==> src/rtl/tlg_pkg.sv <==
`default_nettype none

package tlg_pkg;

  // Grid limits
  localparam int unsigned MAX_COLS = 64;
  localparam int unsigned MAX_ROWS = 64;

  // Fixed field widths
  localparam int unsigned COORD_W = 6;   // column / row input fields
  localparam int unsigned SIZE_W  = 7;   // size registers
  localparam int unsigned CFG_IDX_W = 1;

  // Derived storage geometry
  localparam int unsigned COL_IDX_W  = $clog2(MAX_COLS);
  localparam int unsigned ROW_IDX_W  = $clog2(MAX_ROWS);
  localparam int unsigned BANK_DEPTH = 2 ** ROW_IDX_W;
  localparam int unsigned RAM_DEPTH  = 2 * BANK_DEPTH;
  localparam int unsigned RAM_AW     = $clog2(RAM_DEPTH);
  localparam int unsigned STEP_CNT_W = $clog2(MAX_ROWS + 3);

  // Life rule
  localparam int unsigned BIRTH_COUNT   = 3;
  localparam int unsigned SURVIVE_COUNT = 2;

  // Size register reset values
  localparam logic [SIZE_W-1:0] COLS_RESET = SIZE_W'(64);
  localparam logic [SIZE_W-1:0] ROWS_RESET = SIZE_W'(64);

  // Register indexes
  localparam logic [CFG_IDX_W-1:0] CFG_COLS = 1'b0;
  localparam logic [CFG_IDX_W-1:0] CFG_ROWS = 1'b1;

  // Operation codes
  typedef enum logic [1:0] {
    OP_WRITE = 2'd0,
    OP_READ  = 2'd1,
    OP_STEP  = 2'd2,
    OP_CLEAR = 2'd3
  } op_e;

  // Result of the coordinate reduction unit
  typedef struct packed {
    logic               done;
    logic [COORD_W-1:0] x;
    logic [COORD_W-1:0] y;
  } wrap_rsp_t;

endpackage

`default_nettype wire

==> src/rtl/tlg_wrap.sv <==
`default_nettype none

module tlg_wrap (
  input  wire logic                           clk_i,
  input  wire logic                           rst_ni,
  input  wire logic                           start_i,
  input  wire logic [tlg_pkg::COORD_W-1:0]    column_i,
  input  wire logic [tlg_pkg::COORD_W-1:0]    row_i,
  input  wire logic [tlg_pkg::SIZE_W-1:0]     cols_i,
  input  wire logic [tlg_pkg::SIZE_W-1:0]     rows_i,
  output tlg_pkg::wrap_rsp_t                  rsp_o
);
  import tlg_pkg::*;

  localparam int unsigned CNT_W = $clog2(COORD_W + 1);

  logic [CNT_W-1:0]   cnt_q;
  logic               done_q;
  logic [COORD_W-1:0] xs_q, ys_q;   // dividend bits still to shift in
  logic [COORD_W-1:0] xr_q, yr_q;   // partial remainders
  logic [SIZE_W-1:0]  xd_q, yd_q;   // divisors

  logic [COORD_W:0]   xt, yt;
  logic [COORD_W-1:0] xr_d, yr_d;

  // One restoring remainder step per cycle on each coordinate
  always_comb begin
    xt = {xr_q, xs_q[COORD_W-1]};
    yt = {yr_q, ys_q[COORD_W-1]};
    xr_d = (SIZE_W'(xt) >= xd_q) ? COORD_W'(SIZE_W'(xt) - xd_q) : COORD_W'(xt);
    yr_d = (SIZE_W'(yt) >= yd_q) ? COORD_W'(SIZE_W'(yt) - yd_q) : COORD_W'(yt);
  end

  // Step counter and done flag
  always_ff @(posedge clk_i or negedge rst_ni) begin
    if (!rst_ni) begin
      cnt_q  <= '0;
      done_q <= 1'b0;
    end else begin
      done_q <= 1'b0;
      if (start_i) begin
        cnt_q <= CNT_W'(COORD_W);
      end else if (cnt_q != '0) begin
        cnt_q <= cnt_q - 1'b1;
        if (cnt_q == CNT_W'(1)) begin
          done_q <= 1'b1;
        end
      end
    end
  end

  // Datapath
  always_ff @(posedge clk_i) begin
    if (start_i) begin
      xs_q <= column_i;
      ys_q <= row_i;
      xr_q <= '0;
      yr_q <= '0;
      xd_q <= cols_i;
      yd_q <= rows_i;
    end else if (cnt_q != '0) begin
      xs_q <= xs_q << 1;
      ys_q <= ys_q << 1;
      xr_q <= xr_d;
      yr_q <= yr_d;
    end
  end

  assign rsp_o.done = done_q;
  assign rsp_o.x    = xr_q;
  assign rsp_o.y    = yr_q;

endmodule

`default_nettype wire
==> config.mk <==
export PLATFORM = sky130hd
export DESIGN_NAME = tlg_wrap
export DESIGN_NICKNAME = d
export VERILOG_FILES = /design/src/rtl/tlg_pkg.sv /design/src/rtl/tlg_wrap.sv
export SDC_FILE = /design/constraint.sdc
export NUM_CORES = 1
export LEC_CHECK = 0
export BUFFER_PORTS_ARGS = -buffer_cell sky130_fd_sc_hd__buf_2
export CORE_ASPECT_RATIO = 0.7
export CORE_MARGIN = 2
export CORE_UTILIZATION = 45
export DETAILED_ROUTE_END_ITERATION = 8
export HOLD_SLACK_MARGIN = 0.05
export PLACE_DENSITY_LB_ADDON = 0.2
export SYNTH_ARGS = -nofsm -noshare
export SYNTH_HDL_FRONTEND = slang
export SYNTH_SLANG_ARGS = --single-unit
==> constraint.sdc <==
create_clock -name clk_i -period 3.4 [get_ports clk_i]
set_input_delay 0.68 -clock clk_i [delete_from_list [all_inputs] [get_ports clk_i]]
set_output_delay 0.68 -clock clk_i [all_outputs]
set_load 0.02 [all_outputs]
==> flow_metrics.tcl, run 1 <==
set metrics [dict create \
    final_hold_viol_count 0 \
    drt.antenna.violating_nets 0 \
    grt_pass1_wl_mm 6.77 \
    dieArea_sq_mm 0.00582 \
    vias_per_cell 4.98 \
    maxCapViolations 0 \
    critPathLaunchType "register" \
    path_class "register to register" \
    place.port_buffers 41 \
    arrival_ps 2140 \
    rows 21 \
    synth.largest_area_cell "edfxtp_1" \
    die_h_um 64.4 \
    fillers 455 \
    synth_commonest_cells "edfxtp_1, nor2_1, ha_1, inv_1, a21oi_1" \
    finalNetCount 308 \
    drt-initial-drc-count 64 \
    worst_setup_path_end_kind "register" \
    synth_cells 216 \
    async_reset_ff_frac 0.0952 \
    cts_max_level 2 \
    clock_sinks 42 \
    crit_start "yd_q[1]$_DFFE_PP_" \
    dr.pass1.iters 4 \
    ys_ff_latch 42 \
    clkLatencyLatePin_ps 290 \
    synthFlopType "edfxtp_1" \
    io_pins 42 \
    p_leak_nw 1.24 \
    drv_slew 0 \
    drc_errors 0 \
    timing.final.crit_share 0.567 \
    finalSetupViolations 0 \
    status "completed" \
    cp_max_fo 2 \
    grt_max_degree 32 \
    finalSetupTns_ps 0 \
    hold_class "input port to asynchronous set/reset pin" \
    fp.dieW_um 90.3 \
    routed_wl_mm 4.16 \
    core_sq_mm 0.00489 \
    worst_slew_pin_slew_ps 757 \
    synth_area_sq_mm 0.00235 \
    syn2layout_area_growth_pct 15.1 \
    postCtsSetupBuffers 0 \
    syn_area_per_cell_sq_um 10.9 \
    power_per_cell_area_mw_per_mm2 543 \
    fin_worst_skew_ps 4.94 \
    vias 1632 \
    place_hpwl_mm 2.94 \
    start_util 0.480 \
    diodes 0 \
    overflow 0 \
    period_needed_ps 1930 \
    cts_resized 0 \
    max-vdd-ir-drop_mv 0.303 \
    reg2reg_from "yd_q[1]$_DFFE_PP_" \
    cts_buffers 5 \
    cts_tree "yes" \
    cts.clk_slew.worst_paths_ps 80 \
    root_buffer "clkbuf_8" \
    yosysMostFrequentCell "edfxtp_1" \
    drive_gt1_frac 0.247 \
    clock_path_buffers 2 \
    required_ps 3610 \
    yosysSeqAreaShare 0.478 \
    antenna_found_initial 0 \
    synth_edf_count 26 \
    fmax_mhz 519 \
    ctsHoldBuffers 0 \
    track_usage 0.148 \
    gp_congestion 0.781 \
    total_power_w 0.00147 \
    wire_per_inst_um 12.7 \
    synth_cell_types 39 \
    syn-num-nets 266 \
    slew-limit-headroom 0.495 \
    yosys_warnings 0 \
    grt_pass1_vias 1443 \
    ys_top_cells_by_area "edfxtp_1, dfxtp_1, ha_1" \
    rsz0062_at_grt "false" \
    netlist.area_leader.share 0.333 \
]
## layout make-up
type                       count  area [sq um]  share of cell area
clock inverter                 3          16.3             0.00602
inverter                      18          67.6              0.0250
sequential                    42          1120               0.415
tap                           69          86.3              0.0320
multi-input combinational    148          1120               0.415
timing repair buffer          43           220              0.0815
clock buffer                   5          68.8              0.0255
## power by group
part           internal (W)  switching, W  leakage (nW)
clock network      0.000141      0.000170        0.0416
logic              0.000217      0.000282         0.782
registers          0.000611     0.0000452         0.412
total              0.000968      0.000497          1.24
## sequential cells by signal, summed over array words and instances (netlist names)
register and cells:
cnt_q 3, done_q 1, xd_q 7, xr_q 6, xs_q 6, yd_q 7, yr_q 6, ys_q 6
## placed cells by master (no fill, tap or decap), types with 4 or more instances in the layout
| cell | n |
|---|---|
| xor2_1 | 4 |
| dfrtp_1 | 4 |
| nand2_1 | 10 |
| mux2_2 | 10 |
| inv_1 | 18 |
| nor3_1 | 4 |
| dfxtp_1 | 12 |
| nor2_1 | 21 |
| a21oi_1 | 15 |
| a211oi_1 | 7 |
| ha_1 | 19 |
| clkbuf_8 | 5 |
| buf_2 | 41 |
| o21ai_1 | 4 |
| nor2b_1 | 5 |
| edfxtp_1 | 26 |
| o21ai_0 | 5 |
| mux2i_1 | 7 |
| nand2b_1 | 8 |
## per-layer routing
metal	GRT usage	wire length [um]
met4	0.0519	38
met1	0.214	2220
met3	0.0384	141
met5	0	0
met2	0.214	1760
## worst max-delay path, stage by stage (launching register included)
cell and delay (ps):
edfxtp_1 420, inv_1 80, ha_1 230, or2b_1 170
a21oi_1 90, or4b_1 470, a41o_1 200, a211oi_2 180
## final timing paths
path                            slack (ps)  cells past startpoint                   end
max in group asynchronous             3110                      1  cnt_q[1]$_DFFE_PN0P_
worst min-delay path                   180                      1      done_q$_DFF_PN0_
min in group clk_i                     520                      1      done_q$_DFF_PN0_
worst min register to register         520                      1      done_q$_DFF_PN0_
worst max register to register        1470                      7  yr_q[5]$_SDFFE_PP0N_
worst max-delay path                  1470                      7  yr_q[5]$_SDFFE_PP0N_
## through the flow
step	hold WS, ps	cell area, sq um	util	cells	setup WS, ps
after floorplan	384	2350	-	216	1550
after global placement	493	2620	0.535	320	1250
after detailed placement	492	2620	0.535	320	1210
after CTS	172	2700	0.553	328	1480
after global routing	178	2700	0.553	328	1350
final	177	2700	0.553	328	1470
## kinds of logic after synthesis
group / synth area share
flops: 0.478
xor+xnor: 0.0261
fa+ha+maj: 0.118
simple gates: 0.137
compound gates: 0.119
mux: 0.0779
buf+inv: 0.0443
(Power assumes the default switching activity.)
==> inputs of run 2 (changes only) <==
==> constraint.sdc (replaced) <==
create_clock -name clk_i -period 1.85 [get_ports clk_i]
set_input_delay 0.37 -clock clk_i [delete_from_list [all_inputs] [get_ports clk_i]]
set_output_delay 0.37 -clock clk_i [all_outputs]
set_load 0.02 [all_outputs]
==> run 2 against run 1 <==
Clock power is 140% higher; die area stayed put; via count is 8.6% higher; total power is 110% higher; cell count is 7.0% higher; first-iteration DRC count is 4.7% higher; the flow now finishes with violations (setup timing); critical path depth is 1 higher; maximum frequency is 2.9% higher; wire length is 17% higher; largest power group unchanged; highest routed layer unchanged; clock skew is 4.6 ps higher.
==> flow_metrics.tcl, run 2 (same netlist as run 1, synthesis figures left out) <==
set metrics [dict create \
    r2r_slack_ps -20 \
    diodes 0 \
    reg2reg_depth 8 \
    core_sq_mm 0.00489 \
    hold_path_depth 1 \
    timing.final.crit_share 1.01 \
    pwr-share-clk 0.237 \
    die_h_um 64.4 \
    dr.pass1.iters 4 \
    grt_pass1_wl_mm 7.95 \
    final_hold_viol_count 0 \
    hold_class "input port to register" \
    grt_pass1_vias 1710 \
    vias 1773 \
    antenna_found_initial 0 \
    power.switching_w 0.00103 \
    cts_tree "yes" \
    slew-limit-headroom 0.671 \
    place.port_buffers 41 \
    place_hpwl_mm 3.23 \
    critPathSlowestCell "edfxtp_1" \
    arrival_ps 2090 \
    syn2layout_area_growth_pct 27.9 \
    setup_slack_ps -22.4 \
    io_pins 42 \
    dieArea_sq_mm 0.00582 \
    drive_gt1_frac 0.365 \
    vias_per_cell 5.05 \
    finalSetupTns_ps -42.1 \
    combinationalPowerShare 0.377 \
    drt-initial-drc-count 67 \
    finalNetCount 331 \
    cts.clk_slew.worst_paths_ps 90 \
    drc_errors 0 \
    gp_congestion 0.811 \
    power_per_cell_area_mw_per_mm2 1030 \
    layout_common_cells "buf_2, edfxtp_1, nor2_1, buf_4" \
    path_class "register to register" \
    p_leak_nw 1.38 \
    root_buffer "clkbuf_8" \
    critPathTopFamily "compound AO/OA/AOI/OAI gates" \
    finalSetupViolations 3 \
    hold_slack_ps 239 \
    rows 21 \
    failed_checks "setup timing" \
    clock_sinks 42 \
    maxCapViolations 0 \
    max-vdd-ir-drop_mv 0.458 \
    cts_buffers 5 \
    worst_slew_pin_slew_ps 494 \
    fin_worst_skew_ps 9.49 \
    p_sw_frac 0.334 \
    drv_slew 0 \
    cp_max_fo 6 \
    critPathBufInv 2 \
    grt_max_degree 26 \
    power_frac_seq 0.386 \
    wire_per_inst_um 13.9 \
    rsz0062_at_grt "true" \
    start_util 0.480 \
    required_ps 2070 \
    status "finished, violations left" \
    mostFrequentLayoutCell "buf_2" \
    crit_chain "buf_4 > ha_1 > nor2b_2 > o21ai_2 > a21oi_4 > buf_6 > mux2i_1 > a211oi_1" \
    holdPathEnd "xd_q[1]$_DFFE_PP_" \
    overflow 0 \
    period_needed_ps 1870 \
    fp.dieW_um 90.3 \
    critPathLaunchType "register" \
    clkLatencyLatePin_ps 300 \
    track_usage 0.171 \
    internal_power_w 0.00207 \
    largestRegisters "xd_q x7, yd_q x7" \
    hp-start "cols_i[1]" \
    clock_path_buffers 2 \
    critPathMaxStageDelay_ps 400 \
    cts_max_level 2 \
    routed_wl_mm 4.88 \
    worst_setup_path_end_kind "register" \
    drt.antenna.violating_nets 0 \
    fmax_mhz 534 \
    reg2reg_from "yd_q[0]$_DFFE_PP_" \
    reg2reg_to "yr_q[2]$_SDFFE_PP0N_" \
]
[run 2: metal layers]
layer  vias up  track usage  share of wire  wire length [um]
met3         8       0.0407          0.039               191
met4         0       0.0462          0.015                75
met1       832        0.236           0.48              2370
met2        34        0.272           0.46              2250
li1        899            -              -                 -
met5         -            0              0                 0
[run 2: how the worst max path moves through the flow]
| stage | start | endpoint | slack [ps] | cells after the start |
|---|---|---|---|---|
| 2_1_floorplan | yr_q[1]$_SDFFE_PP0N_ | yr_q[5]$_SDFFE_PP0N_ | 20 | 6 |
| 3_3_place_gp | yd_q[0]$_DFFE_PP_ | yr_q[4]$_SDFFE_PP0N_ | 40 | 7 |
| 3_5_place_dp | yd_q[0]$_DFFE_PP_ | yr_q[4]$_SDFFE_PP0N_ | -40 | 7 |
| 4_1_cts | yd_q[0]$_DFFE_PP_ | yr_q[3]$_SDFFE_PP0N_ | 30 | 7 |
| 5_1_grt | xd_q[0]$_DFFE_PP_ | xr_q[4]$_SDFFE_PP0N_ | -140 | 7 |
| 6_report | yd_q[0]$_DFFE_PP_ | yr_q[2]$_SDFFE_PP0N_ | -20 | 8 |
[run 2: cell type report]
type | instances | area (sq um)
fill | 420 | 1890
timing repair buffer | 65 | 420
inverter | 18 | 67.6
clock inverter | 2 | 37.5
multi-input combinational | 149 | 1200
tap | 69 | 86.3
clock buffer | 6 | 72.6
sequential | 42 | 1120
[run 2: stage by stage]
step                      cell area [sq um]  setup WS (ps)  cells   util  power [W]
final                                  3000          -22.4    351  0.614    0.00310
after detailed placement               2750          -42.5    335  0.563    0.00222
after CTS                              2890           25.3    345  0.592    0.00297
after floorplan                        2350           17.0    216      -    0.00191
after global routing                   3000           -135    351  0.614    0.00328
after global placement                 2750           43.7    335  0.563    0.00220
[run 2: what timing repair did]
action / in CTS / in global routing
setup buffers: 1 / 5
hold endpoints to repair: 4 / 0
pin swaps: 1 / 8
cloned: 0 / 1
hold buffers: 1 / 0
gates resized for setup: 4 / 19
setup endpoints to repair: 2 / 10
[run 2: power by group through the flow]
| stage | clock network (W) | logic, W | registers (W) |
|---|---|---|---|
| 6_report | 0.000736 | 0.00117 | 0.00120 |
| 3_3_place_gp | 0 | 0.000987 | 0.00122 |
| 2_1_floorplan | 0 | 0.000631 | 0.00128 |
| 4_1_cts | 0.000748 | 0.00103 | 0.00119 |
| 5_1_grt | 0.000777 | 0.00129 | 0.00121 |
| 3_5_place_dp | 0 | 0.00100 | 0.00121 |
==> inputs of run 3 (changes only) <==
--- a/config.mk
+++ b/config.mk
@@ -5,11 +5,13 @@
 export SDC_FILE = /design/constraint.sdc
 export NUM_CORES = 1
 export LEC_CHECK = 0
+export ABC_AREA = 1
 export BUFFER_PORTS_ARGS = -buffer_cell sky130_fd_sc_hd__buf_2
 export CORE_ASPECT_RATIO = 0.7
 export CORE_MARGIN = 2
 export CORE_UTILIZATION = 45
 export DETAILED_ROUTE_END_ITERATION = 8
+export GPL_TIMING_DRIVEN = 0
 export HOLD_SLACK_MARGIN = 0.05
 export PLACE_DENSITY_LB_ADDON = 0.2
 export SYNTH_ARGS = -nofsm -noshare
==> run 3 against run 2 <==
The flow now finishes without violations; core utilization decreased by 6.1 points; highest routed layer unchanged; critical path type unchanged; clock skew decreased by 5.7 ps; non-clock buffer count decreased by 17; combinational power increased by 46%; critical path depth increased by 2; area after synthesis increased by 6.7%; worst setup slack improved by 200 ps; first-iteration DRC count increased by 16%; largest power group is now combinational logic.
==> flow_metrics.tcl, run 3 <==
set metrics [dict create \
    status "completed" \
    syn-num-nets 348 \
    hp-start "cols_i[3]" \
    synth_cells 298 \
    reg2reg_from "xs_q[5]$_DFFE_PP_" \
    track_usage 0.168 \
    drc_errors 0 \
    synth_commonest_cells "nand2_1, inv_1, edfxtp_1, ha_1, nor2_1" \
    clock_path_buffers 2 \
    met1_length_mm 2.48 \
    clkLatencyLatePin_ps 290 \
    fmax_mhz 596 \
    layout_common_cells "nand2_1, inv_1, buf_2" \
    largestRegisters "xd_q x7, yd_q x7" \
    place.port_buffers 41 \
    finalSetupTns_ps 0 \
    critPathLaunchType "register" \
    total_power_w 0.00379 \
    clock_sinks 42 \
    syn_area_per_cell_sq_um 8.40 \
    drive_gt1_frac 0.218 \
    hold_path_depth 1 \
    wire_per_inst_um 10.9 \
    yosys_warnings 0 \
    dp_slack_ps 32.8 \
    io_pins 42 \
    routed_wl_mm 4.59 \
    reg2reg_to "xr_q[4]$_SDFFE_PP0N_" \
    synth_edf_count 26 \
    place_hpwl_mm 3.55 \
    diodes 0 \
    drv_slew 0 \
    vias 1899 \
    max-vdd-ir-drop_mv 0.478 \
    rsz0062_at_grt "false" \
    crit_start "xs_q[5]$_DFFE_PP_" \
    worst_setup_path_end_kind "register" \
    cts.clk_slew.worst_paths_ps 80 \
    grt_pass1_vias 1770 \
    met2_length_mm 1.88 \
    cts_buffers 5 \
    wl_met3_um 181 \
    setup_slack_ps 173 \
    synth.largest_area_cell "edfxtp_1" \
    finalSetupViolations 0 \
    yosysSeqAreaShare 0.448 \
    synth_area_sq_mm 0.00250 \
    cts_tree "yes" \
    dr.pass1.iters 4 \
    antenna_found_initial 0 \
    hold_class "input port to register" \
    worst_slew_pin_slew_ps 494 \
    cp_max_fo 2 \
    rows 22 \
    ys_top_cells_by_area "edfxtp_1, nand2_1, dfxtp_1" \
    fin_worst_skew_ps 3.83 \
    mostFrequentLayoutCell "nand2_1" \
    async_reset_ff_frac 0.0952 \
    period_needed_ps 1680 \
    syn2layout_area_growth_pct 17.4 \
    fp.dieW_um 93.2 \
    cts_max_level 2 \
    p_leak_nw 1.61 \
    synth_cell_types 29 \
    root_buffer "clkbuf_8" \
    start_util 0.471 \
    dieArea_sq_mm 0.00619 \
    grt_pass1_wl_mm 8.01 \
    holdPathEnd "xd_q[3]$_DFFE_PP_" \
    die_h_um 66.4 \
    netlist.area_leader.share 0.312 \
    slew-limit-headroom 0.671 \
    path_class "register to register" \
    gp_congestion 0.856 \
    reg2reg_depth 10 \
    core_sq_mm 0.00531 \
    ys_ff_latch 42 \
    timing.final.crit_share 0.906 \
    drt-initial-drc-count 78 \
    overflow 0 \
    finalNetCount 398 \
    grt_max_degree 21 \
    yosysMostFrequentCell "nand2_1" \
    final_hold_viol_count 0 \
    vias_per_cell 4.51 \
    maxCapViolations 0 \
    power_per_cell_area_mw_per_mm2 1290 \
    top_layer "met4" \
    hold_slack_ps 247 \
    arrival_ps 1860 \
    r2r_slack_ps 170 \
    drt.antenna.violating_nets 0 \
    required_ps 2040 \
    synthFlopType "edfxtp_1" \
]
run 3: cell types whose count changed in the layout (fill, tap and decap cells not counted), sizes merged, moves of 7 or more:
cell    previous run  this run
a211oi             8         0
a21oi             18         5
buf               64        43
inv               18        62
mux2              10         0
mux2i              7         0
nand2             10        98
nand2b             8         0
nand3              0        15
nand4              0        10
run 3: final cells by class:
cell class | count | area [sq um]
clock inverters | 3 | 43.8
plain buffers | 5 | 23.8
repair buffers | 43 | 223
clock buffers | 5 | 68.8
flip-flops and latches | 42 | 1120
inverters | 62 | 236
well taps | 72 | 90.1
fillers | 523 | 2370
multi-input cells | 189 | 1130
run 3: logic make-up (layout without fill, tap and decap cells):
family | Yosys count | count (layout) | synth area share
simple gates | 145 | 145 | 0.275
buf+inv | 67 | 118 | 0.102
flops | 42 | 42 | 0.448
fa+ha+maj | 21 | 21 | 0.111
compound gates | 18 | 18 | 0.0470
xor+xnor | 5 | 5 | 0.0175
run 3: power by group:
| group | internal, W | switching [W] |
|---|---|---|
| combinational | 0.000659 | 0.00105 |
| sequential | 0.00120 | 0.000161 |
| clock | 0.000404 | 0.000323 |
| total | 0.00226 | 0.00153 |
run 3: metal layers:
layer / vias to the layer above / global-route usage
met3: 4 / 0.0410
met4: 0 / 0.0551
met5: - / 0
li1: 1036 / -
met1: 826 / 0.244
met2: 33 / 0.245
run 3: repair_timing:
| item | in CTS | in global routing |
|---|---|---|
| endpoints found under the setup margin | 0 | 16 |
| hold buffers | 1 | 0 |
| setup buffers | 0 | 1 |
| endpoints found under the hold margin | 4 | 0 |
| resized for setup | 0 | 4 |
run 3: worst max-delay path by stage:
stage | to | cells past startpoint
CTS | ys_q[1]$_DFFE_PP_ | 5
detailed placement | xs_q[1]$_DFFE_PP_ | 5
global placement | xs_q[0]$_SDFFCE_PN0P_ | 5
global route | cnt_q[0]$_DFFE_PN0P_ | 7
floorplan | xr_q[4]$_SDFFE_PP0N_ | 9
finish | xr_q[4]$_SDFFE_PP0N_ | 10
run 3: worst max-delay path: stages (launching register included):
cell	delay [ps]
edfxtp_1	360
inv_1	70
ha_1	200
fa_1	390
nand3b_1	190
nand3_1	80
nand2_1	50
nand2_1	60
nand2_1	60
nand2_1	60
o21ai_1	50
run 3: per-stage QoR:
| stage | std cells | util | instance area, sq um |
|---|---|---|---|
| 6_report | 421 | 0.553 | 2940 |
| 5_1_grt | 421 | 0.553 | 2940 |
| 4_1_cts | 420 | 0.550 | 2920 |
| 3_5_place_dp | 411 | 0.527 | 2800 |
| 2_1_floorplan | 298 | - | 2500 |
| 3_3_place_gp | 411 | 0.527 | 2800 |
